--- config.mk ---
export PLATFORM = sky130hd
export DESIGN_NAME = t2obs_front
export DESIGN_NICKNAME = d
export VERILOG_FILES = /design/src/hdl/t2obs_pkg.sv /design/src/hdl/t2obs_front.sv
export SDC_FILE = /design/constraint.sdc
export NUM_CORES = 1
export LEC_CHECK = 0
export BUFFER_PORTS_ARGS = -buffer_cell sky130_fd_sc_hd__buf_4
export CORE_MARGIN = 2
export CORE_UTILIZATION = 46
export DETAILED_ROUTE_END_ITERATION = 8
export PLACE_DENSITY_LB_ADDON = 0.08
export SYNTH_ARGS = -nofsm -noshare
export SYNTH_HDL_FRONTEND = slang
export SYNTH_SLANG_ARGS = --single-unit
export TNS_END_PERCENT = 10
--- constraint.sdc ---
create_clock -name aclk -period 3.99 [get_ports aclk]
set_input_delay 1.197 -clock aclk [delete_from_list [all_inputs] [get_ports aclk]]
set_output_delay 1.197 -clock aclk [all_outputs]
set_load 0.01 [all_outputs]
--- src/hdl/t2obs_pkg.sv ---
`default_nettype none

package t2obs_pkg;

    localparam int GLYPH_WIDTH = 6;
    localparam int GLYPH_BITS = GLYPH_WIDTH * 8;
    localparam int QUEUE_DEPTH_DEFAULT = 2;

    localparam logic [7:0] FONT_FIRST = 8'd32;
    localparam logic [7:0] FONT_LAST = 8'd123;
    localparam logic [7:0] WRAP_LIMIT = 8'd126;
    localparam logic [7:0] CMD_PAGE = 8'hB0;
    localparam logic [7:0] CMD_COL_HI = 8'h10;

    localparam logic [3:0] BEAT_PAGE = 4'd0;
    localparam logic [3:0] BEAT_COL_HI = 4'd1;
    localparam logic [3:0] BEAT_COL_LO = 4'd2;
    localparam logic [3:0] BEAT_GLYPH_0 = 4'd3;
    localparam logic [3:0] BEAT_GLYPH_1 = 4'd4;
    localparam logic [3:0] BEAT_GLYPH_2 = 4'd5;
    localparam logic [3:0] BEAT_GLYPH_3 = 4'd6;
    localparam logic [3:0] BEAT_GLYPH_4 = 4'd7;
    localparam logic [3:0] BEAT_LAST = 4'd8;

    typedef struct packed {
        logic [7:0] char_code;
        logic       set_cursor;
        logic [6:0] start_column;
        logic [2:0] start_page;
    } in_word_t;

    typedef struct packed {
        logic [7:0] out_byte;
        logic       is_data;
        logic       bad_char;
        logic       last;
    } out_word_t;

    typedef struct packed {
        logic [2:0] page;
        logic [7:0] column;
        logic       bad;
        logic [6:0] glyph_idx;
    } job_t;

    typedef struct packed {
        logic push;
        logic full;
    } q_wr_t;

    typedef logic [GLYPH_BITS-1:0] glyph_t;

    function automatic glyph_t font_glyph(input logic [6:0] idx);
        glyph_t g;
        g = '0;
        case (idx)
            7'd0:  g = 48'h000000000000;
            7'd1:  g = 48'h0000002f0000;
            7'd2:  g = 48'h000007000700;
            7'd3:  g = 48'h00147f147f14;
            7'd4:  g = 48'h00242a7f2a12;
            7'd5:  g = 48'h006264081323;
            7'd6:  g = 48'h003649552250;
            7'd7:  g = 48'h000005030000;
            7'd8:  g = 48'h00001c224100;
            7'd9:  g = 48'h000041221c00;
            7'd10: g = 48'h0014083e0814;
            7'd11: g = 48'h0008083e0808;
            7'd12: g = 48'h000000a06000;
            7'd13: g = 48'h000808080808;
            7'd14: g = 48'h000060600000;
            7'd15: g = 48'h002010080402;
            7'd16: g = 48'h003e5149453e;
            7'd17: g = 48'h0000427f4000;
            7'd18: g = 48'h004261514946;
            7'd19: g = 48'h002141454b31;
            7'd20: g = 48'h001814127f10;
            7'd21: g = 48'h002745454539;
            7'd22: g = 48'h003c4a494930;
            7'd23: g = 48'h000171090503;
            7'd24: g = 48'h003649494936;
            7'd25: g = 48'h00064949291e;
            7'd26: g = 48'h000036360000;
            7'd27: g = 48'h000056360000;
            7'd28: g = 48'h000814224100;
            7'd29: g = 48'h001414141414;
            7'd30: g = 48'h000041221408;
            7'd31: g = 48'h000201510906;
            7'd32: g = 48'h00324959513e;
            7'd33: g = 48'h007c1211127c;
            7'd34: g = 48'h007f49494936;
            7'd35: g = 48'h003e41414122;
            7'd36: g = 48'h007f4141221c;
            7'd37: g = 48'h007f49494941;
            7'd38: g = 48'h007f09090901;
            7'd39: g = 48'h003e4149497a;
            7'd40: g = 48'h007f0808087f;
            7'd41: g = 48'h0000417f4100;
            7'd42: g = 48'h002040413f01;
            7'd43: g = 48'h007f08142241;
            7'd44: g = 48'h007f40404040;
            7'd45: g = 48'h007f020c027f;
            7'd46: g = 48'h007f0408107f;
            7'd47: g = 48'h003e4141413e;
            7'd48: g = 48'h007f09090906;
            7'd49: g = 48'h003e4151215e;
            7'd50: g = 48'h007f09192946;
            7'd51: g = 48'h004649494931;
            7'd52: g = 48'h0001017f0101;
            7'd53: g = 48'h003f4040403f;
            7'd54: g = 48'h001f2040201f;
            7'd55: g = 48'h003f4038403f;
            7'd56: g = 48'h006314081463;
            7'd57: g = 48'h000708700807;
            7'd58: g = 48'h006151494543;
            7'd59: g = 48'h00007f414100;
            7'd60: g = 48'h00552a552a55;
            7'd61: g = 48'h000041417f00;
            7'd62: g = 48'h000402010204;
            7'd63: g = 48'h004040404040;
            7'd64: g = 48'h000001020400;
            7'd65: g = 48'h002054545478;
            7'd66: g = 48'h007f48444438;
            7'd67: g = 48'h003844444420;
            7'd68: g = 48'h00384444487f;
            7'd69: g = 48'h003854545418;
            7'd70: g = 48'h00087e090102;
            7'd71: g = 48'h0018a4a4a47c;
            7'd72: g = 48'h007f08040478;
            7'd73: g = 48'h0000447d4000;
            7'd74: g = 48'h004080847d00;
            7'd75: g = 48'h007f10284400;
            7'd76: g = 48'h0000417f4000;
            7'd77: g = 48'h007c04180478;
            7'd78: g = 48'h007c08040478;
            7'd79: g = 48'h003844444438;
            7'd80: g = 48'h00fc24242418;
            7'd81: g = 48'h0018242418fc;
            7'd82: g = 48'h007c08040408;
            7'd83: g = 48'h004854545420;
            7'd84: g = 48'h00043f444020;
            7'd85: g = 48'h003c4040207c;
            7'd86: g = 48'h001c2040201c;
            7'd87: g = 48'h003c4030403c;
            7'd88: g = 48'h004428102844;
            7'd89: g = 48'h001ca0a0a07c;
            7'd90: g = 48'h004464544c44;
            7'd91: g = 48'h141414141414;
            default: g = '0;
        endcase
        return g;
    endfunction

endpackage

`default_nettype wire

--- src/hdl/t2obs_front.sv ---
`default_nettype none

module t2obs_front
    import t2obs_pkg::*;
(
    input  wire logic     aclk,
    input  wire logic     aresetn,
    input  wire logic     s_valid,
    output logic          s_ready,
    input  wire in_word_t s_data,
    input  wire logic     q_full,
    output logic          q_push,
    output job_t          q_job
);

    logic [7:0] col_reg;
    logic [7:0] col_next;
    logic [2:0] page_reg;
    logic [2:0] page_next;
    logic [7:0] col_cur;
    logic [2:0] page_cur;
    logic       bad;

    always_comb begin
        col_cur = col_reg;
        page_cur = page_reg;
        if (s_data.set_cursor) begin
            col_cur = {1'b0, s_data.start_column};
            page_cur = s_data.start_page;
        end
        if (col_cur > WRAP_LIMIT) begin
            col_cur = '0;
            page_cur = page_cur + 3'd1;
        end

        bad = !(s_data.char_code inside {[FONT_FIRST:FONT_LAST]});

        s_ready = !q_full;
        q_push = s_valid && s_ready;

        q_job.page = page_cur;
        q_job.column = col_cur;
        q_job.bad = bad;
        q_job.glyph_idx = bad ? 7'd0 : 7'(s_data.char_code - FONT_FIRST);

        col_next = col_reg;
        page_next = page_reg;
        if (q_push) begin
            col_next = col_cur + 8'(GLYPH_WIDTH);
            page_next = page_cur;
        end
    end

    always_ff @(posedge aclk) begin
        if (!aresetn) begin
            col_reg <= '0;
            page_reg <= '0;
        end else begin
            col_reg <= col_next;
            page_reg <= page_next;
        end
    end

endmodule

`default_nettype wire

==> flow_metrics.env <==
export IMPL_worst_ep_required_time_ps=2790
export IMPL_grt_max_degree=19
export IMPL_via_density=5.645
export IMPL_grt_overflow_total=0
export IMPL_p_leak_nw=0.6467
export IMPL_crit_arrival_ps=2550
export IMPL_crit_path_top_delay_cell="sky130_fd_sc_hd__o21a_1"
export IMPL_power_ir_vdd_worst_v=0.0002155
export IMPL_root_buffer="sky130_fd_sc_hd__clkbuf_4"
export IMPL_vias=1112
export IMPL_num_rows=16
export IMPL_critical_register_to_register_path_endpoint="col_reg[5]"
export IMPL_finish_net_count=196
export IMPL_first_global_vias=1001
export IMPL_power_density_nw_per_um2=233.0
export IMPL_cts_hold_buffers=0
export IMPL_grtUsageTotal=0.2336
export IMPL_setup_violations_final=0
export IMPL_worst_setup_path_type="in -> out"
export IMPL_critical_path_cell_count=7
export IMPL_final_min_period_ps=3749
export IMPL_clock_tree_from_tritoncts="done"
export IMPL_antenna_cells_inserted=0
export IMPL_max_freq_mhz=266.8
export IMPL_clkSinkCount=11
export IMPL_drt_first_pass_iters=5
export IMPL_layout_setup_ws_ps=241.3
export IMPL_post_layout_total_power_mw=0.3117
export IMPL_critical_path_endpoint_type="primary output"
export IMPL_placeable_core_area_um2=2002
export IMPL_min_path_type="reg -> reg"
export IMPL_ys_seq_area_frac=0.2228
export IMPL_syn2layout_area_growth_pct=35.32
export IMPL_first_iter_violations=45
export IMPL_postSynthRegisterBits=11
export IMPL_gp_routability_congestion=0.8824
export IMPL_clk_pin_slew_ps=80
export IMPL_register_to_register_path_setup_slack_ps=1790
export IMPL_routed_wl_um=2787
export IMPL_top_ff_cell_synth="sky130_fd_sc_hd__dfxtp_1"
export IMPL_synth_warnings=0
export IMPL_crit_reg2reg_launch="col_reg[3]"
export IMPL_post_cts_setup_buffer_count=0
export IMPL_detail_route_drc_violations=0
export IMPL_clock_tree_buffer_depth=2
export IMPL_cp_common_cell="sky130_fd_sc_hd__buf_4"
export IMPL_proportion_of_synthesized_flip_flops_having_asynchronous_set_or_reset=0
export IMPL_outcome="finished clean"
export IMPL_route_detailed_wl_per_inst_um=14.15
export IMPL_cts_buffers_inserted=3
export IMPL_netlist_area_um2=988.4
export IMPL_die_area_um2=2536
export IMPL_critical_path_top_delay_family="buffers and inverters"
export IMPL_post_synth_inst_count=128
export IMPL_crit_path_max_incr_delay_ps=280
export IMPL_rsz_0062_raised_after_global_routing="no"
export IMPL_timing_critical_path_cells="buf_4, nand4_2, o21ai_2, o21a_1, buf_4, nor2_1, buf_4"
export IMPL_worstSkewPairLatency_ps=270
export IMPL_cap_violations=0
export IMPL_final_layout_size_suffix_gt1_frac=0.3353
export IMPL_io_pins=44
export IMPL_hold_viol=0
export IMPL_die_w_um=50.36
export IMPL_dp_slack_ps=290.2
export IMPL_fin_skew_ps=7.475
export IMPL_synthesis_area_per_instance_um2=7.722
export IMPL_initial_core_util=0.4937
export IMPL_yosys_cell_types=42
export IMPL_timing_critical_path_buf_inv=3
export IMPL_fin_tns_setup_ps=0
export IMPL_post_cts_resized_instances=0
export IMPL_max_reg_flops=8
export IMPL_drtAntennaViolNets=0
export IMPL_timing_critical_path_from_type="primary input"
export IMPL_placement_io_buffers=42
export IMPL_die_height_um=50.36
export IMPL_ctsHtreeMaxLevel=1
export IMPL_origin_of_the_worst_min_delay_path="col_reg[6]"
export IMPL_synthesis_nets=153
export IMPL_crit_start="s_data[10]"
export IMPL_worst_r2r_path_depth=10
export IMPL_post_route_period_util=0.9395
export IMPL_post_dp_hpwl_um=2162
export IMPL_antenna_found_initial=0
export IMPL_path_max_fanout=18
export IMPL_crit_path_end="q_job[9]"
export IMPL_grt_first_pass_wirelength_um=4595
export IMPL_timing_final_max_slew_violations=0
export IMPL_number_of_enable_type_register_cells_in_the_synthesized_netlist=0
how the worst min path moves through the flow:
stage | slack (ps) | cells past startpoint | to
final | 500 | 2 | col_reg[6]
after global routing | 510 | 2 | col_reg[6]
after CTS | 490 | 2 | col_reg[6]
after detailed placement | 480 | 2 | col_reg[6]
after global placement | 490 | 1 | page_reg[0]
after floorplan | 460 | 2 | col_reg[6]
report_power, final:
group	switching (mW)	leakage, nW	internal (mW)
clock	0.0417	0.0177	0.0371
combinational	0.0548	0.539	0.0557
sequential	0.00705	0.0897	0.115
total	0.104	0.647	0.208
layer usage:
layer / global-route usage / vias up / routed length (µm) / part of all wire
met5: 0 / - / 0 / 0
met4: 0.07658 / 0 / 0 / 0
met3: 0.05060 / 0 / 225 / 0.081
met2: 0.3794 / 53 / 1295 / 0.46
li1: - / 542 / - / -
met1: 0.3064 / 517 / 1266 / 0.45
area by class of cell:
cell class	instances	area, µm²
well taps	27	33.78
multi-input cells	102	688.2
fillers	172	664.4
inverters	8	30.03
clock buffers	3	22.52
clock inverters	1	5.005
repair buffers	45	337.8
flip-flops and latches	11	220.2
worst min-delay path: stages, from the launching register on:
cell	delay [ps]
sky130_fd_sc_hd__dfxtp_1	330
sky130_fd_sc_hd__nand3_1	70
sky130_fd_sc_hd__o31ai_1	60
cells in the final DEF, fill, tap and decap left out, drive strengths merged:
cell type	instances
nor2b	1
o31ai	2
a32o	1
a21oi	6
nand3	7
and2	6
clkinv	2
dfxtp	11
a22oi	3
nor2	14
nand4b	2
a21boi	2
o211ai	1
buf	45
o21a	3
a211oi	1
o21ai	10
ha	2
nor3	4
xor2	2
o31a	1
xnor2	3
clkbuf	3
mux2i	7
nand2	11
inv	7
o211a	1
a2bb2o	1
conb	1
a41oi	1
mux2	2
a311o	1
and4b	1
nand4	3
nor3b	2
metrics by stage:
step           utilization  std cells  hold WS, ps  cell area [µm²]
6_report            0.6681        197        495.3             1338
5_1_grt             0.6681        197        514.2             1338
3_5_place_dp        0.6544        193        482.3             1310
4_1_cts             0.6681        197        492.9             1338
2_1_floorplan            -        128        457.9            988.4
3_3_place_gp        0.6544        193        491.8             1310
logic make-up after synthesis:
logic type      count (synthesis)  share of synthesized area
flops                          11                     0.2228
buf+inv                        15                    0.08101
simple gates                   51                     0.2810
xor+xnor                        5                    0.04431
other cells                     1                   0.003794
compound gates                 34                     0.2481
mux                             9                    0.09367
fa+ha+maj                       2                    0.02531
cells in the mapped netlist (2+ instances only):
cell	n	area (µm²)
sky130_fd_sc_hd__a21boi_0	2	15.01
sky130_fd_sc_hd__a21oi_1	6	30.03
sky130_fd_sc_hd__a22oi_1	3	22.52
sky130_fd_sc_hd__and2_1	6	37.54
sky130_fd_sc_hd__buf_4	2	15.01
sky130_fd_sc_hd__buf_6	2	22.52
sky130_fd_sc_hd__clkbuf_1	2	7.510
sky130_fd_sc_hd__dfxtp_1	11	220.2
sky130_fd_sc_hd__ha_1	2	25.02
sky130_fd_sc_hd__inv_1	7	26.28
sky130_fd_sc_hd__mux2_2	2	22.52
sky130_fd_sc_hd__mux2i_1	7	70.07
sky130_fd_sc_hd__nand2_1	11	41.29
sky130_fd_sc_hd__nand3_1	7	35.03
sky130_fd_sc_hd__nand4_1	2	12.51
sky130_fd_sc_hd__nor2_1	13	48.80
sky130_fd_sc_hd__nor3_1	4	20.02
sky130_fd_sc_hd__nor3b_1	2	15.01
sky130_fd_sc_hd__o21a_1	3	22.52
sky130_fd_sc_hd__o21ai_0	7	35.03
sky130_fd_sc_hd__o21ai_2	2	17.52
sky130_fd_sc_hd__o31ai_1	2	15.01
sky130_fd_sc_hd__xnor2_1	3	26.28
sky130_fd_sc_hd__xor2_1	2	17.52
(Power assumes the default switching activity.)
