### config.mk
export PLATFORM = sky130hd
export DESIGN_NAME = t2obs_queue
export DESIGN_NICKNAME = d
export VERILOG_FILES = /design/src/hdl/t2obs_pkg.sv /design/src/hdl/t2obs_queue.sv
export SDC_FILE = /design/constraint.sdc
export NUM_CORES = 1
export LEC_CHECK = 0
export BUFFER_PORTS_ARGS = -buffer_cell sky130_fd_sc_hd__buf_2
export CAP_MARGIN = 30
export CORE_UTILIZATION = 46
export DETAILED_ROUTE_END_ITERATION = 16
export HOLD_SLACK_MARGIN = 0.05
export PLACE_DENSITY = 0.72
export SLEW_MARGIN = 20
export SYNTH_ARGS = -nofsm -noshare
export SYNTH_HDL_FRONTEND = slang
export SYNTH_SLANG_ARGS = --single-unit
export TNS_END_PERCENT = 50
### constraint.sdc
create_clock -name aclk -period 3.44 [get_ports aclk]
set_input_delay 0.86 -clock aclk [delete_from_list [all_inputs] [get_ports aclk]]
set_output_delay 0.86 -clock aclk [all_outputs]
set_load 0.02 [all_outputs]
### src/hdl/t2obs_pkg.sv
`default_nettype none

package t2obs_pkg;

    localparam int GLYPH_WIDTH = 6;
    localparam int GLYPH_BITS = GLYPH_WIDTH * 8;
    localparam int QUEUE_DEPTH_DEFAULT = 2;

    localparam logic [7:0] FONT_FIRST = 8'd32;
    localparam logic [7:0] FONT_LAST = 8'd123;
    localparam logic [7:0] WRAP_LIMIT = 8'd126;
    localparam logic [7:0] CMD_PAGE = 8'hB0;
    localparam logic [7:0] CMD_COL_HI = 8'h10;

    localparam logic [3:0] BEAT_PAGE = 4'd0;
    localparam logic [3:0] BEAT_COL_HI = 4'd1;
    localparam logic [3:0] BEAT_COL_LO = 4'd2;
    localparam logic [3:0] BEAT_GLYPH_0 = 4'd3;
    localparam logic [3:0] BEAT_GLYPH_1 = 4'd4;
    localparam logic [3:0] BEAT_GLYPH_2 = 4'd5;
    localparam logic [3:0] BEAT_GLYPH_3 = 4'd6;
    localparam logic [3:0] BEAT_GLYPH_4 = 4'd7;
    localparam logic [3:0] BEAT_LAST = 4'd8;

    typedef struct packed {
        logic [7:0] char_code;
        logic       set_cursor;
        logic [6:0] start_column;
        logic [2:0] start_page;
    } in_word_t;

    typedef struct packed {
        logic [7:0] out_byte;
        logic       is_data;
        logic       bad_char;
        logic       last;
    } out_word_t;

    typedef struct packed {
        logic [2:0] page;
        logic [7:0] column;
        logic       bad;
        logic [6:0] glyph_idx;
    } job_t;

    typedef struct packed {
        logic push;
        logic full;
    } q_wr_t;

    typedef logic [GLYPH_BITS-1:0] glyph_t;

    function automatic glyph_t font_glyph(input logic [6:0] idx);
        glyph_t g;
        g = '0;
        case (idx)
            7'd0:  g = 48'h000000000000;
            7'd1:  g = 48'h0000002f0000;
            7'd2:  g = 48'h000007000700;
            7'd3:  g = 48'h00147f147f14;
            7'd4:  g = 48'h00242a7f2a12;
            7'd5:  g = 48'h006264081323;
            7'd6:  g = 48'h003649552250;
            7'd7:  g = 48'h000005030000;
            7'd8:  g = 48'h00001c224100;
            7'd9:  g = 48'h000041221c00;
            7'd10: g = 48'h0014083e0814;
            7'd11: g = 48'h0008083e0808;
            7'd12: g = 48'h000000a06000;
            7'd13: g = 48'h000808080808;
            7'd14: g = 48'h000060600000;
            7'd15: g = 48'h002010080402;
            7'd16: g = 48'h003e5149453e;
            7'd17: g = 48'h0000427f4000;
            7'd18: g = 48'h004261514946;
            7'd19: g = 48'h002141454b31;
            7'd20: g = 48'h001814127f10;
            7'd21: g = 48'h002745454539;
            7'd22: g = 48'h003c4a494930;
            7'd23: g = 48'h000171090503;
            7'd24: g = 48'h003649494936;
            7'd25: g = 48'h00064949291e;
            7'd26: g = 48'h000036360000;
            7'd27: g = 48'h000056360000;
            7'd28: g = 48'h000814224100;
            7'd29: g = 48'h001414141414;
            7'd30: g = 48'h000041221408;
            7'd31: g = 48'h000201510906;
            7'd32: g = 48'h00324959513e;
            7'd33: g = 48'h007c1211127c;
            7'd34: g = 48'h007f49494936;
            7'd35: g = 48'h003e41414122;
            7'd36: g = 48'h007f4141221c;
            7'd37: g = 48'h007f49494941;
            7'd38: g = 48'h007f09090901;
            7'd39: g = 48'h003e4149497a;
            7'd40: g = 48'h007f0808087f;
            7'd41: g = 48'h0000417f4100;
            7'd42: g = 48'h002040413f01;
            7'd43: g = 48'h007f08142241;
            7'd44: g = 48'h007f40404040;
            7'd45: g = 48'h007f020c027f;
            7'd46: g = 48'h007f0408107f;
            7'd47: g = 48'h003e4141413e;
            7'd48: g = 48'h007f09090906;
            7'd49: g = 48'h003e4151215e;
            7'd50: g = 48'h007f09192946;
            7'd51: g = 48'h004649494931;
            7'd52: g = 48'h0001017f0101;
            7'd53: g = 48'h003f4040403f;
            7'd54: g = 48'h001f2040201f;
            7'd55: g = 48'h003f4038403f;
            7'd56: g = 48'h006314081463;
            7'd57: g = 48'h000708700807;
            7'd58: g = 48'h006151494543;
            7'd59: g = 48'h00007f414100;
            7'd60: g = 48'h00552a552a55;
            7'd61: g = 48'h000041417f00;
            7'd62: g = 48'h000402010204;
            7'd63: g = 48'h004040404040;
            7'd64: g = 48'h000001020400;
            7'd65: g = 48'h002054545478;
            7'd66: g = 48'h007f48444438;
            7'd67: g = 48'h003844444420;
            7'd68: g = 48'h00384444487f;
            7'd69: g = 48'h003854545418;
            7'd70: g = 48'h00087e090102;
            7'd71: g = 48'h0018a4a4a47c;
            7'd72: g = 48'h007f08040478;
            7'd73: g = 48'h0000447d4000;
            7'd74: g = 48'h004080847d00;
            7'd75: g = 48'h007f10284400;
            7'd76: g = 48'h0000417f4000;
            7'd77: g = 48'h007c04180478;
            7'd78: g = 48'h007c08040478;
            7'd79: g = 48'h003844444438;
            7'd80: g = 48'h00fc24242418;
            7'd81: g = 48'h0018242418fc;
            7'd82: g = 48'h007c08040408;
            7'd83: g = 48'h004854545420;
            7'd84: g = 48'h00043f444020;
            7'd85: g = 48'h003c4040207c;
            7'd86: g = 48'h001c2040201c;
            7'd87: g = 48'h003c4030403c;
            7'd88: g = 48'h004428102844;
            7'd89: g = 48'h001ca0a0a07c;
            7'd90: g = 48'h004464544c44;
            7'd91: g = 48'h141414141414;
            default: g = '0;
        endcase
        return g;
    endfunction

endpackage

`default_nettype wire

### src/hdl/t2obs_queue.sv
`default_nettype none

module t2obs_queue
    import t2obs_pkg::*;
#(
    parameter int DEPTH = QUEUE_DEPTH_DEFAULT
) (
    input  wire logic  aclk,
    input  wire logic  aresetn,
    input  wire logic  push,
    input  wire job_t  push_job,
    output q_wr_t      wr_status,
    input  wire logic  pop,
    output logic       head_valid,
    output job_t       head_job
);

    localparam int PTR_W = (DEPTH > 1) ? $clog2(DEPTH) : 1;
    localparam int CNT_W = $clog2(DEPTH + 1);
    localparam logic [PTR_W-1:0] PTR_END = PTR_W'(DEPTH - 1);
    localparam logic [PTR_W-1:0] PTR_ONE = PTR_W'(1);
    localparam logic [CNT_W-1:0] CNT_FULL = CNT_W'(DEPTH);
    localparam logic [CNT_W-1:0] CNT_ONE = CNT_W'(1);

    job_t             slots_reg [DEPTH];
    logic [PTR_W-1:0] wr_ptr_reg;
    logic [PTR_W-1:0] wr_ptr_next;
    logic [PTR_W-1:0] rd_ptr_reg;
    logic [PTR_W-1:0] rd_ptr_next;
    logic [CNT_W-1:0] count_reg;
    logic [CNT_W-1:0] count_next;
    logic             do_push;
    logic             do_pop;

    always_comb begin
        wr_status.full = (count_reg == CNT_FULL);
        wr_status.push = push;
        head_valid = (count_reg != '0);
        head_job = slots_reg[rd_ptr_reg];

        do_push = push && !wr_status.full;
        do_pop = pop && head_valid;

        wr_ptr_next = wr_ptr_reg;
        rd_ptr_next = rd_ptr_reg;
        count_next = count_reg;
        if (do_push) begin
            wr_ptr_next = (wr_ptr_reg == PTR_END) ? '0 : wr_ptr_reg + PTR_ONE;
        end
        if (do_pop) begin
            rd_ptr_next = (rd_ptr_reg == PTR_END) ? '0 : rd_ptr_reg + PTR_ONE;
        end
        if (do_push && !do_pop) begin
            count_next = count_reg + CNT_ONE;
        end else if (do_pop && !do_push) begin
            count_next = count_reg - CNT_ONE;
        end
    end

    always_ff @(posedge aclk) begin
        if (!aresetn) begin
            wr_ptr_reg <= '0;
            rd_ptr_reg <= '0;
            count_reg <= '0;
        end else begin
            wr_ptr_reg <= wr_ptr_next;
            rd_ptr_reg <= rd_ptr_next;
            count_reg <= count_next;
        end
    end

    always_ff @(posedge aclk) begin
        if (do_push) begin
            slots_reg[wr_ptr_reg] <= push_job;
        end
    end

endmodule

`default_nettype wire

==> metrics.yaml, run 1 <==
dieArea_mm2: 0.00374
ys_seq_area_frac: 0.770
syn_nets: 109
p_seq_frac: 0.517
rsz0062_at_grt: "false"
ys.flop_type: "edfxtp_1"
p_comb_frac: 0.310
busiest_layer: "met2"
wl_per_cell_um: 12.8
crit_chain: "mux2_2 > buf_2"
first_pass_iters: 3
placed_cell_area_mm2: 0.00188
intPower_mw: 0.950
cts-hold-fix-buffers: 0
clock_latency_ps: 340
largest_register_ffs: 38
dp_hpwl_um: 1600
p_sw_frac: 0.313
grtUsageMet3: 0.0588
power_frac_clock: 0.173
layout-drive-gt1-share: 0.541
hp-start: "count_reg[1]"
stdcell_area_mm2: 0.00194
async_reset_ff_frac: 0
start_util: 0.483
setup_viol: 0
fmax_ghz: 0.377
mostFrequentLayoutCells: "buf_2, edfxtp_1, mux2_2"
post_cts_buffers: 0
htreeDepth: 2
ant_nets: 0
cts_tree: "done"
synthTopCellsByArea: "edfxtp_1, mux2_2, dfxtp_1, and2_1, xnor2_1"
fin_skew_ps: 11.5
synth_top_area_cell: "edfxtp_1"
layout_commonest_cell: "buf_2"
critPathSlowestCell: "dfxtp_1"
holdWs_ps: 566
grt_antenna_before_repair: 0
layout_min_cycle_time_ps: 2650
cts_made_buffers: 5
synthCells: 85
dr_total_vias: 863
path_clk_slew_ps: 110
diodes: 0
cp.required_ps: 2580
coreArea_mm2: 0.00334
p_per_area_mw_per_mm2: 715
yosys.area.top_type_share: 0.708
timing.final.crit_share: 0.770
cts_sinks: 43
slew_headroom: 0.408
ys_types: 22
grt-ovfl-total: 0
wl_um: 2330
leakage_nw: 0.742
worst_pin_slew_ps: 888
grt_max_degree: 20
use_met2: 0.225
use_met1: 0.132
status: "finished clean"
cts-resized-gates: 0
crit_type: "flop to output pin"
grt_pass1_vias: 758
peakVddDrop_mv: 0.363
hold_viol: 0
die_h_um: 61.2
max_cap_violations: 0
place_congestion: 0.575
grt_pass1_wl_um: 3230
cts_max_path_buffers: 2
die_w_um: 61.2
yosysWarningCount: 0
drc_errors: 0
area_delta_synth_final_pct: 20.1
worst_setup_path_end_kind: "output pin"
slew_viol_final: 0
hp-class: "flop to flop"
synth_edf_count: 38
total_power_mw: 1.38
root_buffer: "clkbuf_4"
p_switching_mw: 0.433
cp_max_fo: 19
cp-start-kind: "flop"
reg2reg_from: "count_reg[0]"
ioPinCount: 45
fin_util: 0.580
critical_path.max_stage_delay_ps: 870
drt-vias-per-instance: 4.77
io_buffers: 44
arrival_ps: 1790
row_count: 21
initialDrtViolationCount: 26
nets: 158
ys_ff_latch: 43
syn_area_mm2: 0.00161
grtUsageTotal: 0.130
syn_area_per_cell_um2: 19.0
setup_tns_ps: 0
==> synth_stat cells, types with 2 or more instances <==
cell type and number:
edfxtp_1 38, mux2_2 19, dfxtp_1 5, and2_1 3, buf_4 2, xnor2_1 2
==> worst max-delay path: cells and delay by family (launching register included) <==
family / cells / cell delay, ps
buf+inv: 1 / 160
flops: 1 / 870
mux: 1 / 420
==> through the flow <==
stage | worst slack (ps) | instances
floorplan | 1300 | 85
global placement | 1140 | 173
detailed placement | 1140 | 173
CTS | 733 | 181
global route | 679 | 181
finish | 790 | 181
==> worst paths after layout <==
check | end | slack (ps) | cells past startpoint
setup / recovery | head_job[0] | 790 | 2
setup reg to reg | slots_reg[1][0] | 1700 | 2
hold reg to reg | count_reg[1] | 570 | 2
hold / removal | count_reg[1] | 570 | 2
==> layout make-up <==
class                           instances  area (µm²)
Fill cell                             282        1400
Sequential cell                        43        1240
Multi-Input combinational cell         37         343
Timing Repair Buffer                   45         228
Tap cell                               46        57.6
Clock buffer                            7        55.1
Inverter                                2        7.51
Clock inverter                          1        3.75
==> metal layers <==
layer	vias up	routed length, µm	part of all wire
met4	0	50	0.022
li1	418	-	-
met1	415	886	0.38
met3	6	129	0.055
met2	24	1260	0.54
met5	-	0	0
==> kinds of logic (layout without fill, tap and decap cells) <==
kind of cell / after synthesis / count (layout) / synth area share
AOI/OAI and AO/OA: 5 / 5 / 0.0202
xor gates and xnor gates: 3 / 3 / 0.0163
adders and majority gates: 1 / 1 / 0.00776
buffers and inverters: 5 / 55 / 0.0171
DFF: 43 / 43 / 0.770
muxes: 19 / 19 / 0.133
and+or+nand+nor: 9 / 9 / 0.0357
==> power by group through the flow <==
stage / Sequential, mW / Clock, mW / Combinational (mW)
6_report: 0.715 / 0.240 / 0.429
5_1_grt: 0.726 / 0.272 / 0.462
4_1_cts: 0.718 / 0.252 / 0.434
3_5_place_dp: 0.729 / 0 / 0.433
3_3_place_gp: 0.725 / 0 / 0.424
2_1_floorplan: 0.692 / 0 / 0.341
Note: power is estimated with default switching activity, not from simulation.
==> run 2, diff against run 1 <==
==> constraint.sdc (replaced) <==
create_clock -name aclk -period 2.55 [get_ports aclk]
set_input_delay 0.6375 -clock aclk [delete_from_list [all_inputs] [get_ports aclk]]
set_output_delay 0.6375 -clock aclk [all_outputs]
set_load 0.02 [all_outputs]
==> metrics.yaml, run 2 (synthesized netlist as in run 1, its figures left out) <==
status: "finished clean"
layout_commonest_cell: "buf_2"
worst_pin_slew_ps: 289  # -599 ps
first_pass_iters: 4  # +1
worst_setup_path_end_kind: "output pin"
ioPinCount: 45  # unchanged
place_congestion: 0.590  # +2.6%
largest_register_ffs: 38  # unchanged
htreeDepth: 2  # unchanged
mostFrequentLayoutCells: "buf_2, edfxtp_1, mux2_2"
grtUsageTotal: 0.141  # +0.0111
cp.required_ps: 1910  # -670 ps
p_sw_frac: 0.319  # +0.00562
p_comb_frac: 0.336  # +0.026
max_cap_violations: 0  # unchanged
cts_max_path_buffers: 2  # unchanged
cp-start-kind: "flop"
post_cts_buffers: 0  # unchanged
diodes: 0  # unchanged
slew_viol_final: 0  # unchanged
peakVddDrop_mv: 0.533  # +47%
leakage_nw: 0.754  # +1.7%
cts-hold-fix-buffers: 0  # unchanged
cts_tree: "done"
grt_pass1_vias: 839  # +11%
root_buffer: "clkbuf_4"
initialDrtViolationCount: 21  # -19%
arrival_ps: 1590  # -200 ps
intPower_mw: 1.27  # +34%
path_clk_slew_ps: 110  # about the same
area_delta_synth_final_pct: 21.0
dieArea_mm2: 0.00374  # unchanged
cts-resized-gates: 0  # unchanged
clock_latency_ps: 340  # about the same
p_switching_mw: 0.595  # +37%
reg2reg_from: "count_reg[0]"
placed_cell_area_mm2: 0.00190  # +1.2%
cts_made_buffers: 5  # unchanged
dp_hpwl_um: 1710  # +6.9%
register_area_mm2: 0.00124  # unchanged
row_count: 21  # unchanged
ant_nets: 0  # unchanged
multiInputGateArea_um2: 343  # unchanged
setup_viol: 0  # unchanged
fmax_ghz: 0.449
slew_headroom: 0.807  # +0.399
grt_max_degree: 20  # unchanged
dr_total_vias: 864  # +0.12%
timing.final.crit_share: 0.873
coreArea_mm2: 0.00334  # unchanged
die_w_um: 61.2  # unchanged
wl_per_cell_um: 13.3  # +3.2%
grt_pass1_wl_um: 3540  # +9.6%
cts_sinks: 43  # unchanged
grt_antenna_before_repair: 0  # unchanged
hold_viol: 0  # unchanged
cp_max_fo: 7  # -12
p_per_area_mw_per_mm2: 958  # +34%
setup_tns_ps: 0  # unchanged
grt-ovfl-total: 0  # unchanged
layout_min_cycle_time_ps: 2230
io_buffers: 44  # unchanged
nets: 161  # +1.9%
p_seq_frac: 0.504  # -0.013
wl_um: 2440  # +4.9%
die_h_um: 61.2  # unchanged
crit_type: "flop to output pin"
rsz0062_at_grt: "false"
stdcell_area_mm2: 0.00195  # +0.71%
drc_errors: 0  # unchanged
n_fill_cell: 281  # -0.35%
start_util: 0.483  # unchanged
fin_skew_ps: 10.3  # -1.23 ps
hp-start: "push_job[2]"
power_frac_clock: 0.161  # -0.012
layout-drive-gt1-share: 0.551  # +0.00998
drt-vias-per-instance: 4.70  # -1.5%
hp-class: "primary input to flop"
-- run 2: power groups by stage --
stage	Combinational (mW)	Clock, mW	Sequential, mW
6_report	0.627	0.300	0.941
5_1_grt	0.684	0.332	0.955
4_1_cts	0.635	0.308	0.942
3_5_place_dp	0.631	0	0.957
3_3_place_gp	0.616	0	0.952
2_1_floorplan	0.460	0	0.933
-- run 2: critical path, cell delays in order, from the launching register on --
cell     delay, ps
dfxtp_1        500
buf_4          230
mux2_2         350
buf_2          160
-- run 2: final cells by class --
| class | instances | share of cell area |
|---|---|---|
| clock buffers | 7 | 0.0231 |
| flip-flops and latches | 43 | 0.637 |
| multi-input cells | 37 | 0.176 |
| clock inverters | 1 | 0.00257 |
| well taps | 46 | 0.0295 |
| inverters | 2 | 0.00385 |
| repair buffers | 48 | 0.128 |
-- run 2: worst paths after layout --
kind / to / slack, ps / depth (start not counted)
worst min register to register: count_reg[1] / 570 / 2
worst max-delay path: head_job[13] / 320 / 3
worst min-delay path: slots_reg[0][2] / 470 / 1
worst max register to register: count_reg[1] / 970 / 6
-- run 2: per-layer routing --
metal	vias up	share of wire	track usage	wire length [µm]
met5	-	0	0	0
met4	0	0.024	0.0877	58
met3	7	0.043	0.0378	105
met2	25	0.54	0.269	1310
met1	411	0.39	0.132	963
li1	421	-	-	-
-- run 2: through the flow --
stage                util  total power [mW]  std cells  setup slack [ps]  hold slack, ps
floorplan               -              1.39         85               637             479
global placement    0.569              1.57        176               725             501
detailed placement  0.569              1.59        176               713             545
CTS                 0.584              1.89        184               307             463
global route        0.584              1.97        184               246             457
finish              0.584              1.87        184               324             471
==> run 3, diff against run 2 <==
--- a/config.mk
+++ b/config.mk
@@ -5,12 +5,13 @@
 export SDC_FILE = /design/constraint.sdc
 export NUM_CORES = 1
 export LEC_CHECK = 0
+export ABC_AREA = 1
 export BUFFER_PORTS_ARGS = -buffer_cell sky130_fd_sc_hd__buf_2
 export CAP_MARGIN = 30
 export CORE_UTILIZATION = 46
 export DETAILED_ROUTE_END_ITERATION = 16
 export HOLD_SLACK_MARGIN = 0.05
-export PLACE_DENSITY = 0.72
+export PLACE_DENSITY = 0.71
 export SLEW_MARGIN = 20
 export SYNTH_ARGS = -nofsm -noshare
 export SYNTH_HDL_FRONTEND = slang
==> metrics.yaml, run 3 <==
drt-vias-per-instance: 4.69  # about the same
yosysMostFrequentCell: "edfxtp_1"
start_util: 0.491  # +0.00790
dp_hpwl_um: 1810  # +5.5%
grt-ovfl-total: 0  # unchanged
p_switching_mw: 0.603  # +1.4%
ys_types: 17  # -23%
timing.final.crit_share: 0.856  # -0.0168
largest_register_ffs: 38  # unchanged
leakage_nw: 0.822  # +9.0%
drc_errors: 0  # unchanged
layoutNonFillerInstCount: 195  # +6.0%
register_area_mm2: 0.00124  # unchanged
critical_path.max_stage_delay_ps: 500  # about the same
synthTopCellsByArea: "edfxtp_1, mux2_4, mux2_2, dfxtp_1, nor2_1"
clock_latency_ps: 360  # +20 ps
die_h_um: 62.4  # +1.9%
fin_skew_ps: 17.8  # +7.54 ps
ys_seq_area_frac: 0.740  # -0.0299
async_reset_ff_frac: 0  # unchanged
cts-hold-fix-buffers: 0  # unchanged
stdcell_area_mm2: 0.00203  # +4.2%
placed_cell_area_mm2: 0.00196  # +3.0%
nets: 172  # +6.8%
grt_max_degree: 20  # unchanged
ys_ff_latch: 43  # unchanged
htreeDepth: 2  # unchanged
arrival_ps: 1550  # -40 ps
wl_um: 2490  # +1.9%
ys.flop_type: "edfxtp_1"
intPower_mw: 1.36  # +7.2%
hp-class: "primary input to flop"
synth_edf_count: 38  # unchanged
total_power_mw: 1.97  # +5.3%
power_frac_clock: 0.208  # +0.047
cp_max_fo: 14  # +7
slew_viol_final: 0  # unchanged
dieArea_mm2: 0.00389  # +3.9%
coreArea_mm2: 0.00342  # +2.4%
cp_top_family: "flip-flops"
yosys.area.top_type_share: 0.681  # -0.0275
cp-start-kind: "flop"
area_delta_synth_final_pct: 21.1
syn_nets: 121  # +11%
synth_top_area_cell: "edfxtp_1"
syn_area_mm2: 0.00168  # +4.0%
first_pass_iters: 4  # unchanged
diodes: 0  # unchanged
synthCells: 97  # +14%
worst_slack_ps: 367  # +42.9 ps
place_congestion: 0.692  # +17%
ant_nets: 0  # unchanged
dr_total_vias: 915  # +5.9%
io_buffers: 44  # unchanged
row_count: 21  # unchanged
p_per_area_mw_per_mm2: 969  # +1.1%
cts_tree: "done"
grt_pass1_wl_um: 3950  # +12%
grt_antenna_before_repair: 0  # unchanged
syn_area_per_cell_um2: 17.3  # -8.8%
slew_headroom: 0.677  # -0.130
initialDrtViolationCount: 24  # +14%
multiInputGateArea_um2: 372  # +8.4%
p_seq_frac: 0.477  # -0.027
layout_commonest_cell: "buf_2"
fmax_ghz: 0.458  # +2.0%
grt_pass1_vias: 912  # +8.7%
p_comb_frac: 0.314  # -0.022
post_cts_buffers: 0  # unchanged
cts_made_buffers: 5  # unchanged
grtUsageTotal: 0.142  # +0.000748
cts-resized-gates: 0  # unchanged
synth_common_cells: "edfxtp_1, mux2_4, mux2_2, nor2_1, inv_1"
cts_sinks: 43  # unchanged
cp.required_ps: 1910  # about the same
root_buffer: "clkbuf_4"
wl_per_cell_um: 12.7  # -3.9%
peakVddDrop_mv: 0.610  # +15%
p_sw_frac: 0.307  # -0.0120
critPathSlowestCell: "dfxtp_1"
layout_min_cycle_time_ps: 2180  # -42.9 ps
path_buf_inv: 2  # unchanged
setup_viol: 0  # unchanged
mostFrequentLayoutCells: "buf_2, edfxtp_1, mux2_4"
post-place-cells: 187  # +6.3%
crit_type: "flop to output pin"
setup_tns_ps: 0  # unchanged
post-place-ws_ps: 725  # +12.0 ps
cts_max_path_buffers: 2  # unchanged
yosysWarningCount: 0  # unchanged
ioPinCount: 45  # unchanged
path_clk_slew_ps: 120  # about the same
hold_viol: 0  # unchanged
rsz0062_at_grt: "false"
n_fill_cell: 294  # +4.6%
die_w_um: 62.4  # +1.9%
layout-drive-gt1-share: 0.503  # -0.0474
worst_setup_path_end_kind: "output pin"
crit_chain: "buf_12 > mux2_2 > buf_2"
max_cap_violations: 0  # unchanged
status: "finished clean"
worst_pin_slew_ps: 483  # +194 ps
==> run 3: power by group through the flow <==
stage / clock network [mW] / registers, mW / logic, mW
after floorplan: 0 / 0.939 / 0.471
after global placement: 0 / 0.951 / 0.608
after detailed placement: 0 / 0.957 / 0.629
after CTS: 0.417 / 0.941 / 0.631
after global routing: 0.439 / 0.951 / 0.669
final: 0.410 / 0.939 / 0.618
==> run 3: worst paths after layout <==
check                             startpoint              end  slack, ps  cells past startpoint
worst max register to register  count_reg[1]  slots_reg[1][6]       1000                      4
worst min register to register    wr_ptr_reg       wr_ptr_reg        520                      2
worst max-delay path                    flop      head_job[4]        370                      3
worst min-delay path             push_job[1]  slots_reg[1][1]        460                      1
==> run 3: per-stage QoR <==
stage	hold WS [ps]	util
finish	461	0.595
global route	437	0.595
CTS	458	0.595
detailed placement	494	0.573
global placement	482	0.573
floorplan	467	-
==> run 3: cell type report <==
type                    instances  share of cell area
clock buffers                   7              0.0222
clock inverters                 1              0.0148
inverters                       8              0.0148
multi-input cells              43               0.183
flip-flops and latches         43               0.611
well taps                      46              0.0283
repair buffers                 47               0.126
==> run 3: metal layers <==
layer,GRT usage,vias to the layer above,share of wire
li1,-,450,-
met1,0.151,427,0.41
met2,0.236,33,0.50
met3,0.0511,5,0.066
met4,0.0959,0,0.023
met5,0,-,0
==> run 3: cells by family after synthesis <==
family                     count (synthesis)  synth area share
buffers and inverters                     11            0.0410
DFF                                       43             0.740
AOI/OAI and AO/OA                          5            0.0187
and+or+nand+nor                           18            0.0425
adders and majority gates                  1           0.00746
muxes                                     19             0.150
